[config.mk]
export PLATFORM = sky130hd
export DESIGN_NAME = adc_message_stream_deframer_flat
export DESIGN_NICKNAME = d
export VERILOG_FILES = /design/src/rtl/adcd_pkg.sv /design/src/rtl/adcd_byte_if.sv /design/src/rtl/adcd_result_if.sv /design/src/rtl/adcd_parser.sv /design/src/rtl/adc_message_stream_deframer.sv /design/src/flat_wrapper.sv
export SDC_FILE = /design/constraint.sdc
export NUM_CORES = 1
export LEC_CHECK = 0
export BUFFER_PORTS_ARGS = -buffer_cell sky130_fd_sc_hd__buf_4
export CORE_ASPECT_RATIO = 0.5
export CORE_MARGIN = 4
export CORE_UTILIZATION = 60
export CTS_CLUSTER_DIAMETER = 50
export DETAILED_ROUTE_END_ITERATION = 10
export GPL_ROUTABILITY_DRIVEN = 0
export HOLD_SLACK_MARGIN = 0.03
export PLACE_DENSITY = 0.89
export RECOVER_POWER = 100
export SLEW_MARGIN = 0
export SYNTH_ARGS = -nofsm -noshare
export SYNTH_HDL_FRONTEND = slang
export SYNTH_HIERARCHICAL = 1
export SYNTH_SLANG_ARGS = --single-unit
export TNS_END_PERCENT = 1
[constraint.sdc]
create_clock -name clk -period 19.7 [get_ports clk]
set_input_delay 3.94 -clock clk [delete_from_list [all_inputs] [get_ports clk]]
set_output_delay 3.94 -clock clk [all_outputs]
set_load 0.02 [all_outputs]
[src/rtl/adcd_pkg.sv]
// Package: shared types, codes and constants of the ADC message stream deframer.
package adcd_pkg;

    // Default header size in bytes
    localparam int HEADER_BYTES_DEF = 16;

    // Marker bytes and known message ids
    localparam logic [7:0]  MARKER_P   = 8'h50;
    localparam logic [7:0]  MARKER_S   = 8'h53;
    localparam logic [15:0] ID_DATA    = 16'd20033;
    localparam logic [15:0] ID_ALARM   = 16'd20034;

    // Body offset at which the samples begin, per id
    localparam logic [5:0]  SAMPLES_START_DATA  = 6'h18;
    localparam logic [5:0]  SAMPLES_START_ALARM = 6'h28;

    // Body bytes 12 to 15 are skipped
    localparam logic [31:0] SKIP_FIRST = 32'h0000_000C;
    localparam logic [31:0] SKIP_LAST  = 32'h0000_000F;
    localparam logic [31:0] SECOND_RUN = 32'h0000_0010;

    typedef enum logic [2:0] {
        KIND_HEADER = 3'd0,
        KIND_WORD   = 3'd1,
        KIND_SAMPLE = 3'd2,
        KIND_ERROR  = 3'd3,
        KIND_END    = 3'd4
    } kind_t;

    typedef enum logic [1:0] {
        ERR_MARKER  = 2'd0,
        ERR_SHORT   = 2'd1,
        ERR_UNKNOWN = 2'd2
    } err_t;

    typedef enum logic [2:0] {
        PH_HEADER = 3'b001,
        PH_BODY   = 3'b010,
        PH_SKIP   = 3'b100
    } phase_t;

    typedef struct packed {
        kind_t              kind;
        logic [15:0]        message_id;
        logic [31:0]        body_length;
        logic [3:0]         word_index;
        logic [31:0]        word_value;
        logic signed [23:0] sample_value;
        err_t               error_code;
        logic               last;
    } result_t;

endpackage

[src/rtl/adcd_byte_if.sv]
// Interface: byte stream channel with valid/ready handshake.
interface adcd_byte_if;
    logic       valid;
    logic       ready;
    logic [7:0] data_byte;

    modport source (output valid, output data_byte, input ready);
    modport sink   (input valid, input data_byte, output ready);
endinterface

[src/rtl/adcd_result_if.sv]
// Interface: result channel with valid/ready handshake.
interface adcd_result_if;
    logic               valid;
    logic               ready;
    logic [2:0]         kind;
    logic [15:0]        message_id;
    logic [31:0]        body_length;
    logic [3:0]         word_index;
    logic [31:0]        word_value;
    logic signed [23:0] sample_value;
    logic [1:0]         error_code;
    logic               last;

    modport source (output valid, output kind, output message_id, output body_length,
                    output word_index, output word_value, output sample_value,
                    output error_code, output last, input ready);
    modport sink   (input valid, input kind, input message_id, input body_length,
                    input word_index, input word_value, input sample_value,
                    input error_code, input last, output ready);
endinterface

[src/rtl/adcd_parser.sv]
// Parser: frame state and per-byte decode of header, body words and samples.
module adcd_parser #(
    parameter int HEADER_BYTES = adcd_pkg::HEADER_BYTES_DEF
) (
    input  logic              clk,
    input  logic              rst_n,
    input  logic              accept,
    input  logic [7:0]        data_byte,
    output logic              res_valid,
    output adcd_pkg::result_t res
);
    import adcd_pkg::*;

    localparam int HP_W  = $clog2(HEADER_BYTES);
    localparam int HPX_W = HP_W + 1;
    localparam logic [HPX_W-1:0] HP_LAST = HPX_W'(HEADER_BYTES - 1);

    phase_t      phase_reg, phase_next;
    logic [HP_W-1:0] hp_reg, hp_next;
    logic [31:0] pos_reg, pos_next;
    logic [31:0] len_reg, len_next;
    logic [15:0] id_reg, id_next;
    logic        marker_reg, marker_next;
    logic [31:0] shift_reg, shift_next;
    logic [1:0]  sp_reg, sp_next;

    logic [HPX_W-1:0] hp_ext;
    logic [32:0]      pos_inc;
    logic             len_reached;
    logic [5:0]       start_held;
    logic [5:0]       start_new;
    logic             in_skip_gap;

    // Decode one byte against the current frame state
    always_comb
    begin
        phase_next  = phase_reg;
        hp_next     = hp_reg;
        pos_next    = pos_reg;
        len_next    = len_reg;
        id_next     = id_reg;
        marker_next = marker_reg;
        shift_next  = shift_reg;
        sp_next     = sp_reg;
        res_valid   = 1'b0;
        res         = '0;

        hp_ext      = HPX_W'(hp_reg);
        pos_inc     = {1'b0, pos_reg} + 33'd1;
        len_reached = pos_inc >= {1'b0, len_reg};
        start_held  = (id_reg == ID_ALARM) ? SAMPLES_START_ALARM : SAMPLES_START_DATA;
        start_new   = SAMPLES_START_DATA;
        in_skip_gap = (pos_reg >= SKIP_FIRST) && (pos_reg <= SKIP_LAST);

        if (accept)
        begin
            case (phase_reg)
                PH_BODY:
                begin
                    shift_next = {shift_reg[23:0], data_byte};
                    if (pos_reg < 32'(start_held))
                    begin
                        // Emit a body word on its fourth byte, outside the gap
                        if (pos_reg[1:0] == 2'b11 && !in_skip_gap)
                        begin
                            res_valid      = 1'b1;
                            res.kind       = KIND_WORD;
                            res.word_index = pos_reg[5:2]
                                             - {3'b000, pos_reg >= SECOND_RUN};
                            res.word_value = shift_next;
                        end
                    end
                    else if (sp_reg >= 2'd2)
                    begin
                        res_valid        = 1'b1;
                        res.kind         = KIND_SAMPLE;
                        res.sample_value = shift_next[23:0];
                        sp_next          = 2'd0;
                    end
                    else
                    begin
                        sp_next = sp_reg + 2'd1;
                    end

                    // Close the message on its final body byte
                    if (len_reached)
                    begin
                        phase_next = PH_HEADER;
                        pos_next   = '0;
                        if (!res_valid)
                        begin
                            res.kind = KIND_END;
                        end
                        res_valid = 1'b1;
                        res.last  = 1'b1;
                    end
                    else
                    begin
                        pos_next = pos_inc[31:0];
                    end
                end

                PH_SKIP:
                begin
                    // Drop body bytes silently
                    if (len_reached)
                    begin
                        phase_next = PH_HEADER;
                        pos_next   = '0;
                    end
                    else
                    begin
                        pos_next = pos_inc[31:0];
                    end
                end

                PH_HEADER:
                begin
                    // Collect markers, id and length
                    if (hp_ext == HPX_W'(0))
                    begin
                        marker_next = (data_byte == MARKER_P);
                    end
                    else if (hp_ext == HPX_W'(1))
                    begin
                        marker_next = marker_reg & (data_byte == MARKER_S);
                    end
                    else if (hp_ext < HPX_W'(4))
                    begin
                        id_next = {id_reg[7:0], data_byte};
                    end
                    else if (hp_ext < HPX_W'(8))
                    begin
                        len_next = {len_reg[23:0], data_byte};
                    end

                    start_new = (id_next == ID_ALARM) ? SAMPLES_START_ALARM
                                                      : SAMPLES_START_DATA;

                    // Judge the header on its last byte
                    if (hp_ext == HP_LAST)
                    begin
                        hp_next   = '0;
                        pos_next  = '0;
                        res_valid = 1'b1;
                        if (!marker_next)
                        begin
                            res.kind       = KIND_ERROR;
                            res.error_code = ERR_MARKER;
                            res.last       = 1'b1;
                            phase_next     = PH_HEADER;
                        end
                        else if (id_next != ID_DATA && id_next != ID_ALARM)
                        begin
                            res.kind       = KIND_ERROR;
                            res.error_code = ERR_UNKNOWN;
                            res.last       = 1'b1;
                            phase_next     = (len_next != '0) ? PH_SKIP : PH_HEADER;
                        end
                        else if (len_next < 32'(start_new))
                        begin
                            res.kind       = KIND_ERROR;
                            res.error_code = ERR_SHORT;
                            res.last       = 1'b1;
                            phase_next     = (len_next != '0) ? PH_SKIP : PH_HEADER;
                        end
                        else
                        begin
                            res.kind   = KIND_HEADER;
                            phase_next = PH_BODY;
                            sp_next    = '0;
                            shift_next = '0;
                        end
                    end
                    else
                    begin
                        hp_next = hp_reg + HP_W'(1);
                    end
                end

                default:
                begin
                    phase_next = PH_HEADER;
                    hp_next    = '0;
                    pos_next   = '0;
                end
            endcase
        end

        res.message_id  = id_next;
        res.body_length = len_next;
    end

    // Hold the frame state
    always_ff @(posedge clk or negedge rst_n)
    begin
        if (!rst_n)
        begin
            phase_reg  <= PH_HEADER;
            hp_reg     <= '0;
            pos_reg    <= '0;
            len_reg    <= '0;
            id_reg     <= '0;
            marker_reg <= 1'b1;
            shift_reg  <= '0;
            sp_reg     <= '0;
        end
        else
        begin
            phase_reg  <= phase_next;
            hp_reg     <= hp_next;
            pos_reg    <= pos_next;
            len_reg    <= len_next;
            id_reg     <= id_next;
            marker_reg <= marker_next;
            shift_reg  <= shift_next;
            sp_reg     <= sp_next;
        end
    end

endmodule

[src/rtl/adc_message_stream_deframer.sv]
// Top level: ADC message stream deframer with registered, skid-buffered result channel.
//
// Takes one stream byte per clock while the skid slot is empty and gives at most one
// registered result per byte. The per-byte decode is a single pass of logic from the
// frame state into the result register or the skid slot; that second result slot
// lets bytes keep flowing while the result side stalls, so the sustained rate is one
// byte per clock whenever results are drained, and the stream side only holds off
// while both result slots are full. Messages are parsed back to back: header,
// id-dependent body words, 24-bit samples, or an error result; after an unknown id
// or a short length the rest of the frame is dropped.
module adc_message_stream_deframer #(
    parameter int HEADER_BYTES = adcd_pkg::HEADER_BYTES_DEF
) (
    input logic           clk,
    input logic           rst_n,
    adcd_byte_if.sink     stream,
    adcd_result_if.source result
);
    import adcd_pkg::*;

    logic    accept;
    logic    new_valid;
    result_t new_res;
    result_t out_reg;
    logic    out_valid_reg;
    result_t skid_reg;
    logic    skid_valid_reg;
    logic    out_fire;

    assign stream.ready = !skid_valid_reg;
    assign accept       = stream.valid && stream.ready;
    assign out_fire     = out_valid_reg && result.ready;

    adcd_parser #(
        .HEADER_BYTES (HEADER_BYTES)
    ) u_parser (
        .clk       (clk),
        .rst_n     (rst_n),
        .accept    (accept),
        .data_byte (stream.data_byte),
        .res_valid (new_valid),
        .res       (new_res)
    );

    // Advance the output register and the skid slot
    always_ff @(posedge clk or negedge rst_n)
    begin
        if (!rst_n)
        begin
            out_valid_reg  <= 1'b0;
            skid_valid_reg <= 1'b0;
        end
        else if (skid_valid_reg)
        begin
            if (out_fire)
            begin
                skid_valid_reg <= 1'b0;
            end
        end
        else if (new_valid)
        begin
            if (!out_valid_reg || out_fire)
            begin
                out_valid_reg <= 1'b1;
            end
            else
            begin
                skid_valid_reg <= 1'b1;
            end
        end
        else if (out_fire)
        begin
            out_valid_reg <= 1'b0;
        end
    end

    // Load result payloads
    always_ff @(posedge clk)
    begin
        if (skid_valid_reg)
        begin
            if (out_fire)
            begin
                out_reg <= skid_reg;
            end
        end
        else if (new_valid)
        begin
            if (!out_valid_reg || out_fire)
            begin
                out_reg <= new_res;
            end
            else
            begin
                skid_reg <= new_res;
            end
        end
    end

    assign result.valid        = out_valid_reg;
    assign result.kind         = out_reg.kind;
    assign result.message_id   = out_reg.message_id;
    assign result.body_length  = out_reg.body_length;
    assign result.word_index   = out_reg.word_index;
    assign result.word_value   = out_reg.word_value;
    assign result.sample_value = out_reg.sample_value;
    assign result.error_code   = out_reg.error_code;
    assign result.last         = out_reg.last;

    // A filled skid slot always sits behind a filled output register
    assert property (@(posedge clk) disable iff (!rst_n)
        skid_valid_reg |-> out_valid_reg)
        else $error("skid slot full with empty output register");

    // A header result never closes a message
    assert property (@(posedge clk) disable iff (!rst_n)
        (result.valid && result.kind == KIND_HEADER) |-> !result.last)
        else $error("header result marked last");

    // Error and end results always close a message
    assert property (@(posedge clk) disable iff (!rst_n)
        (result.valid && (result.kind == KIND_ERROR || result.kind == KIND_END))
            |-> result.last)
        else $error("error or end result not marked last");

    // A new result under a stall goes into the skid slot rather than overwriting the held one
    assert property (@(posedge clk) disable iff (!rst_n)
        (out_valid_reg && !result.ready && new_valid) |=> skid_valid_reg)
        else $error("result lost under stall");

endmodule

[src/flat_wrapper.sv]
// flat-port wrapper written by rule: the top's interface ports become plain ports
module adc_message_stream_deframer_flat import adcd_pkg::*;
#(
    parameter int HEADER_BYTES = adcd_pkg::HEADER_BYTES_DEF
)
  (clk, rst_n, stream_valid, stream_data_byte, stream_ready, result_valid, result_kind, result_message_id, result_body_length, result_word_index, result_word_value, result_sample_value, result_error_code, result_last, result_ready);
  adcd_byte_if stream_i ();
  adcd_result_if result_i ();
  input logic clk;
  input logic rst_n;
  input wire logic [$bits(stream_i.valid)-1:0] stream_valid;
  input wire logic [$bits(stream_i.data_byte)-1:0] stream_data_byte;
  output wire logic [$bits(stream_i.ready)-1:0] stream_ready;
  output wire logic [$bits(result_i.valid)-1:0] result_valid;
  output wire logic [$bits(result_i.kind)-1:0] result_kind;
  output wire logic [$bits(result_i.message_id)-1:0] result_message_id;
  output wire logic [$bits(result_i.body_length)-1:0] result_body_length;
  output wire logic [$bits(result_i.word_index)-1:0] result_word_index;
  output wire logic [$bits(result_i.word_value)-1:0] result_word_value;
  output wire logic [$bits(result_i.sample_value)-1:0] result_sample_value;
  output wire logic [$bits(result_i.error_code)-1:0] result_error_code;
  output wire logic [$bits(result_i.last)-1:0] result_last;
  input wire logic [$bits(result_i.ready)-1:0] result_ready;
  assign stream_i.valid = stream_valid;
  assign stream_i.data_byte = stream_data_byte;
  assign stream_ready = stream_i.ready;
  assign result_valid = result_i.valid;
  assign result_kind = result_i.kind;
  assign result_message_id = result_i.message_id;
  assign result_body_length = result_i.body_length;
  assign result_word_index = result_i.word_index;
  assign result_word_value = result_i.word_value;
  assign result_sample_value = result_i.sample_value;
  assign result_error_code = result_i.error_code;
  assign result_last = result_i.last;
  assign result_i.ready = result_ready;
  adc_message_stream_deframer #(.HEADER_BYTES(HEADER_BYTES)) u_core (.clk(clk), .rst_n(rst_n), .stream(stream_i), .result(result_i));
endmodule
# Word-level counts from Yosys, hierarchy flattened
# Index checks and enable logic that the tools add are counted.
dict set report classes {
  n_addsub 4
  order_cmp 9
  eq_ne 20
  muxes 88
  bitwise_logic 4
  reduce_logical 25
}
# cell count
set op_table {}
lappend op_table {{two-way mux 114 bit} 4}
lappend op_table {{two-way mux 32 bit} 10}
lappend op_table {{two-way mux 24 bit} 6}
lappend op_table {{two-way mux 16 bit} 7}
lappend op_table {{two-way mux 36 bit} 2}
lappend op_table {{< comparator 32 x 6 -> 1 bit} 2}
lappend op_table {{case mux 32 bit (2 select lines)} 1}
lappend op_table {{two-way mux 63 bit} 1}
lappend op_table {{two-way mux 60 bit} 1}
lappend op_table {{case mux 24 bit (2 select lines)} 1}
lappend op_table {{two-way mux 3 bit} 13}
lappend op_table {{adder 32 x 1 -> 33 bit (second input constant)} 1}
lappend op_table {{>= comparator 33 x 32 -> 1 bit} 1}
lappend op_table {{== test 16 x 15 -> 1 bit (second input constant)} 2}
lappend op_table {{>= comparator 32 x 4 -> 1 bit (second input constant)} 1}
lappend op_table {{>= comparator 32 x 5 -> 1 bit (second input constant)} 1}
lappend op_table {{less-or-equal comparator 32 x 4 -> 1 bit (second input constant)} 1}
lappend op_table {{!= test 16 x 15 -> 1 bit (second input constant)} 2}
lappend op_table {{nonzero test 32 bit} 1}
lappend op_table {{two-way mux 2 bit} 12}
lappend op_table {{two-way mux 1 bit} 21}
lappend op_table {{== test 8 x 7 -> 1 bit (second input constant)} 2}
lappend op_table {{!= test 2 bit (second input constant)} 7}
lappend op_table {{two-way mux 6 bit} 2}
lappend op_table {{other kinds (30)} 48}
dict set report totals {
  regBits 344
  inputBits 12
  output_inout_bits 116
  word_cells 176
}

# Logic depth before layout (Yosys ltp)
# Gate-level depths: netlist of run 1.
dict set report depth {
  ltp_word 18
  mapped_depth 16
  ltp_nobuf 15
}

# Hierarchy
# The synthesis of run 1 kept the hierarchy.
# mod instances cells_each area_per_inst_um2
set modules_own_cells {}
lappend modules_own_cells {adc_message_stream_deframer 1 367 8366.8}
lappend modules_own_cells {adcd_parser 1 850 7459.7}

# Worst setup path before layout of run 1
# Ideal clock, no wire load.
dict set report synth_timing {
  path_type {input port to flip-flop}
  from {in stream_valid}
  to {reg u_core/skid_reg[0] (netlist bit), enable pin}
  setup_time_ps 872
  arrival_ps 16155
  t_required_ps 18828
  setup_slack_ps 2673
  cell_stages 8
  n_path_buf 1
  cell_sequence {nor2b_1 -> o31ai_2 -> nand2b_1 -> buf_4 -> nor2_2 -> o2111a_1 -> or4b_1 -> nor4bb_1}
}
dict set report synth_via {
  elab_chain_len 3
}
# item line_no
set synth_lines {}
lappend synth_lines {{start, declared} flat_wrapper.sv:11} ;# input wire logic [$bits(stream_i.valid)-1:0] stream_valid;
lappend synth_lines {{logical AND 1 bit} adc_message_stream_deframer.sv:31} ;# assign accept = stream.valid && stream.ready;
lappend synth_lines {{two-way mux 1 bit} adcd_parser.sv:55} ;# if (accept)
lappend synth_lines {{named net u_core.new_valid} adc_message_stream_deframer.sv:22} ;# logic new_valid;
lappend synth_lines {{AND reduction 3 bit (no line)} --}
lappend synth_lines {{end signal, assigned} adc_message_stream_deframer.sv:95} ;# skid_reg <= new_res;
lappend synth_lines {{end, declared} adc_message_stream_deframer.sv:26} ;# result_t skid_reg;
# The timed path passes the listed nets, and every way through them passes these cells.
# A chain may end at the register's enable or synchronous reset.

# Final worst setup path of run 1
dict set report layout_timing {
  from {in stream_valid}
  to {reg u_core.out_reg (netlist bit u_core/result.body_length[20]), enable pin}
}
dict set report layout_via {
  elab_chain_len 4
}
# item line_no
set layout_lines {}
lappend layout_lines {{logical AND 1 bit} adc_message_stream_deframer.sv:31}
lappend layout_lines {{named net u_core.accept} adc_message_stream_deframer.sv:21} ;# logic accept;
lappend layout_lines {{two-way mux 1 bit} adcd_parser.sv:55}
lappend layout_lines {{named net u_core.new_valid} adc_message_stream_deframer.sv:22}
lappend layout_lines {{nonzero test 2 bit (no line)} --}
lappend layout_lines {{AND reduction 3 bit (no line)} --}
lappend layout_lines {{end signal, assigned} adc_message_stream_deframer.sv:84} ;# out_reg <= skid_reg;
lappend layout_lines {{end signal, assigned} adc_message_stream_deframer.sv:91} ;# out_reg <= new_res;
lappend layout_lines {{end, declared} adc_message_stream_deframer.sv:24} ;# result_t out_reg;
# The timed path passes the listed nets, and every way through them passes these cells.

==> results.md, run 1 <==
* P_leak at 6.22 nW
* #FFs+latches synth at 344
* Max_slew headroom at -180%
* Post-CTS Hold Fix Bufs at 0
* Final Hold Viols at 0
* Remaining routing DRC violations at 0
* CP Data Required Time at 19.77 ns
* DP Cell Count at 1631
* Initial core utilization at 61.8%
* Ys async rst share at 33.7%
* Worst-Skew Late Latency at 0.56 ns
* WL met2 at 17500 um
* Number of flip-flops in the largest register at 114
* RSZ-0062 raised after global routing: false
* Cell area after synthesis at 15800 um^2
* Die area at 29200 um^2
* Die Wd at 238 um
* Setup Buffers After CTS at 0
* Critical path buffer and inverter count at 2
* Fin Setup TNS at 0 ns
* Initial antenna violation count at 0
* Max-slew violation count at 530
* # Max-Cap Violations at 11
* WHS at 0.544 ns
* Setup CP Type: primary input to flop
* Die height at 123 um
* DP Area at 16900 um^2
* CP endpoint kind: flop
* Layout area overhead at 9.53%
* Worst Path Arrival at 12.55 ns
* Commonest non-fill, non-tap cells in the layout: 228 x edfxtp_1, 139 x clkbuf_1, 117 x nand2_1
* Synthesized netlist cell count at 1217
* Grt ovf at 0
* Top Ports at 128
* DRT iter0 DRCs at 1119
* Total GRT Usage at 24.5%
* Routed WL at 35900 um
* CTS tree: yes
* Port bufs at 127
* Commonest non-fill, non-tap cell in the layout: edfxtp_1
* Maximum vdd drop at 0.0653 mV
* Drt pass-1 iters at 5
* Post-route cell area at 17300 um^2
* Synth Flop Type: edfxtp_1
* Core footprint at 25600 um^2
* Period utilization at 63.4%
* CP startpoint kind: primary input
* Rows at 41
* Most frequent CP cell: clkbuf_1
* Post-synth EDFFs at 228
* Tmin final at 12.48 ns
* Pin count of the biggest net entering global routing at 80
* Crit-path cells: clkbuf_1, nor2b_1, o31ai_1, nand2b_1, nor2_1, o2111a_1, or4b_1, o22a_1, clkbuf_1
* Post-synthesis sequential area ratio at 61.6%
* Antenna Cells at 0
* Vias in the first global route at 10500
* Clock tree sinks at 344
* Longest Clk Path Bufs at 3
* First-pass GRT wire length at 56800 um
* Final setup vio count at 0
* Routed via count at 10500
* Average wire per standard cell at 21.3 um
* CTS Buf Count at 29
* Number of distinct library cells after synthesis at 74
* Fin cells at 1685
* Met3 routed WL at 2710 um
* CP top delay family: buffers and inverters
* Max incr delay on CP at 3.05 ns
* Worst Hold Class: flop to flop
* Crit Path Max Fanout at 79
* YS warnings at 6
* Status: complete, but fails checks
* Fmax at 80.1 MHz
* WL met1 at 14700 um
* Avg Inst Size Synth at 13.0 um^2
* Post-DRT Antenna Nets at 0
* Slowest CP cell: clkbuf_1
* Root buffer cell: clkbuf_16
* DR vias/cell at 6.21
* Final net count at 1373
* Post-CTS Resized at 0
* Clock-pin slew of the registers on the worst-case setup and hold paths at 0.07 ns
* Top Layer Used: met4
* HPWL Detailed at 23700 um
* Worst-Margin Slew at 4.20 ns
* Pwr Density at 102 nW/um^2
* Clk_skew at 0.0112 ns
* Syn_nets at 1272
* Failing checks: capacitance limit, slew limit
* Layout cells sized above 1 at 13.5%
* H-tree level count at 1
==> final cells by class <==
cell class	instances	area (um^2)
Fill cell	1743	8260
Clock inverter	5	53.8
Tap cell	344	430
Inverter	47	176
Multi-Input combinational cell	760	5510
Timing Repair Buffer	136	552
Clock buffer	49	861
Sequential cell	344	9750
==> logic make-up after synthesis <==
family                     after synthesis  synth area share (%)
muxes                                  142                  10.1
xor gates and xnor gates                34                  1.88
and+or+nand+nor                        353                  11.8
AOI/OAI and AO/OA                      188                  7.79
DFF                                    344                  61.6
adders and majority gates               43                  3.40
buffers and inverters                  113                  3.40
==> worst paths after layout <==
check                                                start                            end  slack, ns  cells past startpoint
min in group asynchronous                            rst_n  u_core/u_parser/shift_reg[17]       4.17                      1
worst max-delay path                          stream_valid  u_core/result.body_length[20]       7.22                      9
worst min register to register  u_core/u_parser/id_reg[10]     u_core/u_parser/id_reg[10]       0.54                      1
max in group asynchronous                            rst_n  u_core/u_parser/shift_reg[13]      10.76                      2
worst min-delay path            u_core/u_parser/id_reg[10]     u_core/u_parser/id_reg[10]       0.54                      1
worst max register to register       u_core/skid_valid_reg  u_core/result.body_length[20]       9.02                      8
==> Yosys cell counts, drive strengths merged, types with 4 or more instances <==
library cell  number  area, um^2
inv               47         176
a31o               6        52.6
nand4             15         100
o22ai              5        31.3
o31ai              7        57.6
a21oi             18        90.1
nand2b             9        56.3
a21o               5        37.5
a221o              4        40.0
nor4bb             4        40.0
nand3             21         105
nor3              20         110
or4               11        82.6
edfxtp           228        6850
buf               35         244
o211ai             4        30.0
dfrtp            114        2850
clkbuf            31         118
nor4              17         128
nor2b              7        43.8
or3                5        31.3
xor2               8        70.1
and3               6        37.5
and2              68         425
xnor2             26         228
mux2             139        1570
ha                43         538
nand2            117         439
o21ai             84         420
nor2              38         150
a211oi             4        30.0
a22oi             25         188
==> layer usage <==
layer / vias up / track usage [%]
met4: 0 / 7.91
li1: 4675 / -
met2: 487 / 40.9
met5: - / 0
met1: 5208 / 33.1
met3: 93 / 4.78
==> report_power, final <==
group	switching [mW]	internal (mW)
Sequential	0.0480	0.849
Clock	0.251	0.310
Combinational	0.191	0.117
Total	0.490	1.28
==> per-stage QoR <==
stage | worst slack (ns) | utilization (%) | power [mW]
2_1_floorplan | 2.67 | - | 1.12
6_report | 7.22 | 67.7 | 1.77
3_3_place_gp | 10.76 | 66.2 | 1.20
5_1_grt | 6.40 | 67.7 | 1.84
4_1_cts | 11.00 | 69.8 | 1.77
3_5_place_dp | 10.46 | 66.2 | 1.22
No activity file was read; power rests on OpenSTA's default activity.
==> inputs of run 2 (changes only) <==
--- a/config.mk
+++ b/config.mk
@@ -5,6 +5,7 @@
 export SDC_FILE = /design/constraint.sdc
 export NUM_CORES = 1
 export LEC_CHECK = 0
+export ABC_AREA = 1
 export BUFFER_PORTS_ARGS = -buffer_cell sky130_fd_sc_hd__buf_4
 export CORE_ASPECT_RATIO = 0.5
 export CORE_MARGIN = 4
==> constraint.sdc (replaced) <==
create_clock -name clk -period 11.6 [get_ports clk]
set_input_delay 2.32 -clock clk [delete_from_list [all_inputs] [get_ports clk]]
set_output_delay 2.32 -clock clk [all_outputs]
set_load 0.02 [all_outputs]
==> results.md, run 2 <==
* Status: complete, but fails checks
* Failing checks: capacitance limit, slew limit
* Die height at 124 um (+1.3%)
* DRT iter0 DRCs at 1682 (+50%)
* Maximum vdd drop at 0.133 mV (+100%)
* Post-synthesis sequential area ratio at 59.9% (-1.7 points)
* CTS tree: yes
* Share of the synthesized area in the top cell type at 42.1% (-1.2 points)
* Core footprint at 26500 um^2 (+3.7%)
* Count leader, synth: nand2_1
* Clock-pin slew of the registers on the worst-case setup and hold paths at 0.07 ns (about the same)
* Remaining routing DRC violations at 0 (unchanged)
* Vias in the first global route at 12100 (+16%)
* Ys async rst share at 33.7% (unchanged)
* CP endpoint kind: async pin
* Initial core utilization at 61.3% (-0.53 points)
* Met3 routed WL at 3100 um (+14%)
* RSZ-0062 raised after global routing: false
* Synth top area cells: edfxtp_1 42%, dfrtp_1 18%, nand2_1 15%
* Cell area after synthesis at 16300 um^2 (+2.8%)
* Syn_nets at 1806 (+42%)
* Layout area overhead at 10.6%
* Number of flip-flops in the largest register at 114 (unchanged)
* Die area at 30000 um^2 (+2.6%)
* Fin Setup TNS at 0 ns (unchanged)
* Worst-Margin Slew at 3.69 ns (-0.515 ns)
* Average wire per standard cell at 17.6 um (-17%)
* Top Layer Used: met4
* Pwr Density at 201 nW/um^2 (+97%)
* Pin count of the biggest net entering global routing at 87 (+8.8%)
* Post-CTS Hold Fix Bufs at 0 (unchanged)
* Most frequent CP cell: clkbuf_1
* CTS Buf Count at 31 (+6.9%)
* WL met1 at 15800 um (+7.3%)
* Commonest non-fill, non-tap cell in the layout: nand2_1
* Tmin final at 7.29 ns
* Slowest CP cell: clkbuf_1
* Total Power at 3.61 mW (+100%)
* Final Hold Viols at 0 (unchanged)
* Commonest non-fill, non-tap cells in the layout: 657 x nand2_1, 228 x edfxtp_1, 151 x inv_1
* Routed WL at 39300 um (+9.4%)
* WL met2 at 18800 um (+7.7%)
* Routed via count at 12700 (+21%)
* Root buffer cell: clkbuf_16
* Initial antenna violation count at 0 (unchanged)
* Period utilization at 62.8%
* Total GRT Usage at 25.7% (+1.2 points)
* Final net count at 1907 (+39%)
* Synth Flop Type: edfxtp_1
* Port bufs at 127 (unchanged)
* Post-synth top cells: 657 x nand2_1, 228 x edfxtp_1, 151 x inv_1, 148 x nor2_1, 114 x dfrtp_1
* Number of distinct library cells after synthesis at 47 (-36%)
* Synthesized netlist cell count at 1751 (+44%)
* #FFs+latches synth at 344 (unchanged)
* CP startpoint kind: primary input
* Worst-Skew Late Latency at 0.58 ns (+0.02 ns)
* Final setup vio count at 0 (unchanged)
* Critical path buffer and inverter count at 2 (unchanged)
* Post-synth EDFFs at 228 (unchanged)
* Crit Path Max Fanout at 66 (-16%)
* Top Ports at 128 (unchanged)
* Setup CP Type: primary input to async pin
* Drt pass-1 iters at 6 (+1)
* Worst Hold Class: flop to flop
* Fmax at 137 MHz
* Grt ovf at 0 (unchanged)
* Crit-path cells: clkbuf_1, clkbuf_1
* H-tree level count at 1 (unchanged)
* Setup Buffers After CTS at 0 (unchanged)
* P_leak at 7.45 nW (+20%)
* Clk_skew at 0.0205 ns (+0.00932 ns)
* Rows at 42 (+2.4%)
* Synth area leader: edfxtp_1
* Worst Path Arrival at 7.12 ns (-5.43 ns)
* Clock tree sinks at 344 (unchanged)
* First-pass GRT wire length at 62200 um (+9.5%)
* DR vias/cell at 5.68 (-8.5%)
* CP top delay family: buffers and inverters
* Max-slew violation count at 457 (-14%)
* Die Wd at 241 um (+1.3%)
* Longest Clk Path Bufs at 3 (unchanged)
* HPWL Detailed at 26200 um (+11%)
* YS warnings at 6 (unchanged)
* Post-DRT Antenna Nets at 0 (unchanged)
* Avg Inst Size Synth at 9.29 um^2 (-29%)
* Layout cells sized above 1 at 4.48% (-9.0 points)
* Max incr delay on CP at 2.69 ns (-0.36 ns)
* Max_slew headroom at -146% (+34 points)
* CP Data Required Time at 11.44 ns (-8.33 ns)
* Post-CTS Resized at 0 (unchanged)
* # Max-Cap Violations at 10 (-1)
==> run 2: changes by cell type in the layout (fill, tap and decap cells not counted), sizes merged, moves of 13 or more <==
cell,before,now
nand2,117,661
mux2,139,0
nor2,38,154
inv,48,155
and2,68,3
o21ai,84,146
a22oi,25,0
xnor2,26,2
nand4,15,36
xor2,8,28
o22ai,5,18
==> run 2: layout make-up <==
type / instances / area, um^2
clock buffers: 39 / 861
multi-input cells: 1182 / 5520
fillers: 1978 / 8540
clock inverters: 19 / 267
diodes: 1 / 2.50
repair buffers: 137 / 563
flip-flops and latches: 344 / 9760
inverters: 156 / 587
well taps: 352 / 440
==> run 2: cells by family (layout without fill, tap and decap cells) <==
kind of cell,count (synthesis),count (layout),share of synthesized area (%)
AOI/OAI and AO/OA,197,197,6.45
xor gates and xnor gates,30,30,1.62
adders and majority gates,43,43,3.31
buffers and inverters,225,351,6.05
DFF,344,344,59.9
other,0,1,0
and+or+nand+nor,912,912,22.6
==> run 2: metal layers <==
layer | global-route usage, % | up-vias
met3 | 4.42 | 128
li1 | - | 5945
met4 | 9.64 | 0
met2 | 42.8 | 622
met1 | 34.1 | 5972
met5 | 0 | -
==> run 2: per-stage QoR <==
step                      setup WS (ns)  area, um^2  utilization [%]  hold WS [ns]  std cells
after floorplan                    2.97       16300                -         0.448       1751
after global placement             6.28       17400             65.5         0.458       2171
after detailed placement           6.14       17400             65.5         0.458       2171
after CTS                          6.33       18500             69.7         0.470       2229
after global routing               3.14       18000             67.8         0.498       2229
final                              4.31       18000             67.8         0.469       2230
==> run 2: final timing paths <==
check / from / end / slack (ns) / cells after the start
setup / recovery: rst_n / u_core/u_parser/len_reg[20] / 4.31 / 2
hold / removal: u_core/u_parser/marker_reg / u_core/u_parser/marker_reg / 0.47 / 2
setup reg to reg: u_core/u_parser/pos_reg[0] / u_core/result.body_length[23] / 4.58 / 26
hold reg to reg: u_core/u_parser/marker_reg / u_core/u_parser/marker_reg / 0.47 / 2
max in group clk: u_core/u_parser/pos_reg[0] / u_core/result.body_length[23] / 4.58 / 26
min in group asynchronous: rst_n / u_core/skid_valid_reg / 2.67 / 1
==> run 2: power by group <==
part | switching, mW | total (mW) | leakage (nW) | internal, mW
Sequential | 0.0956 | 1.56 | 3.51 | 1.47
Combinational | 0.662 | 0.920 | 3.38 | 0.259
Clock | 0.464 | 1.13 | 0.555 | 0.663
==> inputs of run 3 (changes only) <==
==> constraint.sdc (replaced) <==
create_clock -name clk -period 7 [get_ports clk]
set_input_delay 1.4 -clock clk [delete_from_list [all_inputs] [get_ports clk]]
set_output_delay 1.4 -clock clk [all_outputs]
set_load 0.02 [all_outputs]
==> results.md, run 3 (same netlist as run 2, synthesis figures left out) <==
* Port bufs at 127 (unchanged)
* Fin cells at 2227 (-0.13%)
* Max incr delay on CP at 1.13 ns (-1.56 ns)
* Clock-pin slew of the registers on the worst-case setup and hold paths at 0.07 ns (about the same)
* Vias in the first global route at 12100 (+0.22%)
* H-tree level count at 1 (unchanged)
* Initial antenna violation count at 0 (unchanged)
* Die height at 124 um (unchanged)
* Pwr Density at 326 nW/um^2 (+63%)
* Worst Hold Class: flop to flop
* Grt ovf at 0 (unchanged)
* DP Cell Count at 2171 (unchanged)
* Core footprint at 26500 um^2 (unchanged)
* Layout area overhead at 9.94%
* Crit-path cells: inv_1, nor3_1, inv_1, nor2_1, clkbuf_1, clkinv_1, clkbuf_1, o21ai_0, nand2_1, nand2_1
* RSZ-0062 raised after global routing: false
* Clk_skew at 0.0192 ns (-0.00134 ns)
* Post-CTS Resized at 0 (unchanged)
* Routed via count at 12700 (+0.48%)
* Remaining routing DRC violations at 0 (unchanged)
* Commonest non-fill, non-tap cell in the layout: nand2_1
* Root buffer cell: clkbuf_16
* HPWL Detailed at 26300 um (+0.38%)
* Commonest non-fill, non-tap cells in the layout: 658 x nand2_1, 228 x edfxtp_1, 150 x inv_1
* Layout cells sized above 1 at 4.21% (-0.26 points)
* CTS tree: yes
* Pin count of the biggest net entering global routing at 89 (+2.3%)
* Drt pass-1 iters at 6 (unchanged)
* Period utilization at 81.7%
* Fmax at 175 MHz
* Maximum vdd drop at 0.197 mV (+49%)
* Max_slew headroom at -177% (-31 points)
* WHS at 0.488 ns (+0.0186 ns)
* Crit Path Max Fanout at 60 (-9.1%)
* Worst-Skew Late Latency at 0.57 ns (about the same)
* CP startpoint kind: flop
* CP Data Required Time at 7.43 ns (-4.01 ns)
* Worst Path Arrival at 6.15 ns (-0.97 ns)
* Number of flip-flops in the largest register at 114 (unchanged)
* Die area at 30000 um^2 (unchanged)
* Total Power at 5.83 mW (+62%)
* Filler instances at 1983 (+0.25%)
* Average wire per standard cell at 17.6 um (-0.33%)
* Antenna Cells at 0 (-1)
* DR vias/cell at 5.72 (+0.62%)
* Setup CP Type: flop to flop
* Slowest CP cell: clkbuf_1
* Clock tree sinks at 344 (unchanged)
* Setup Buffers After CTS at 0 (unchanged)
* Longest Clk Path Bufs at 3 (unchanged)
* First-pass GRT wire length at 62200 um (about the same)
* Max-slew violation count at 335 (-27%)
* Rows at 42 (unchanged)
* Total GRT Usage at 25.6% (-0.054 points)
* Final setup vio count at 0 (unchanged)
* Final Hold Viols at 0 (unchanged)
* Failing checks: capacitance limit, slew limit
* Top Ports at 128 (unchanged)
* Die Wd at 241 um (unchanged)
* Post-CTS Hold Fix Bufs at 0 (unchanged)
* CP endpoint kind: flop
* Post-DRT Antenna Nets at 0 (unchanged)
* Final net count at 1906 (-0.052%)
* Status: complete, but fails checks
* Routed WL at 39100 um (-0.46%)
* CTS Buf Count at 30 (-3.2%)
* Tmin final at 5.72 ns
* Worst-Margin Slew at 4.16 ns (+0.471 ns)
* P_leak at 7.41 nW (-0.56%)
* Initial core utilization at 61.3% (unchanged)
* # Max-Cap Violations at 6 (-4)
* DRT iter0 DRCs at 1571 (-6.6%)
run 3: cell types whose count changed in the layout (fill, tap and decap cells not counted), moves of 2 or more:
cell and change:
bufinv_16 -3, clkbuf_2 +3, clkbuf_8 +3, buf_4 +2, clkbuf_1 -2, clkinv_1 +2, inv_6 -2
run 3: through the flow:
step                instance area, um^2  setup WS [ns]  TNS, ns  utilization (%)
detailed placement                17400           2.20        0             65.5
CTS                               18400           2.17        0             69.3
global route                      17900          0.841        0             67.4
floorplan                         16300          -1.09  -124.33                -
global placement                  17400           2.40        0             65.5
finish                            17900           1.28        0             67.4
run 3: power by group:
part,internal [mW],switching (mW),leakage [nW]
Clock,0.984,0.737,0.503
Combinational,0.428,1.10,3.39
Sequential,2.43,0.154,3.51
run 3: cell type report:
| cell class | count | area, um^2 | share of cell area [%] |
|---|---|---|---|
| clock buffers | 43 | 881 | 4.93 |
| well taps | 352 | 440 | 2.46 |
| multi-input cells | 1182 | 5500 | 30.8 |
| flip-flops and latches | 344 | 9760 | 54.6 |
| repair buffers | 137 | 574 | 3.21 |
| inverters | 156 | 587 | 3.28 |
| clock inverters | 13 | 143 | 0.798 |
run 3: routing by layer:
metal | global-route usage, % | part of all wire (%) | wire length (um) | vias to the layer above
met5 | 0 | 0 | 0 | -
met4 | 8.83 | 3.6 | 1400 | 0
met3 | 4.49 | 8.2 | 3210 | 121
met2 | 43.5 | 49 | 19200 | 659
met1 | 33.6 | 39 | 15300 | 6011
li1 | - | - | - | 5937
run 3: worst max-delay path, delay by kind of cell, from the launching register on:
kind	cells	cell delay, ns
AOI/OAI and AO/OA	1	0.83
buffers and inverters	5	3.08
DFF	1	0.56
and+or+nand+nor	4	1.08
run 3: path summary, 6_finish.rpt:
path                                               from                            end  slack, ns  depth (start not counted)
setup reg to reg           u_core/u_parser/phase_reg[0]  u_core/result.body_length[23]       1.28                         10
max in group asynchronous                         rst_n          u_core/skid_valid_reg       1.81                          1
hold reg to reg              u_core/u_parser/marker_reg     u_core/u_parser/marker_reg       0.49                          2
min in group asynchronous                         rst_n   u_core/u_parser/shift_reg[9]       2.30                          1
hold / removal               u_core/u_parser/marker_reg     u_core/u_parser/marker_reg       0.49                          2
setup / recovery           u_core/u_parser/phase_reg[0]  u_core/result.body_length[23]       1.28                         10
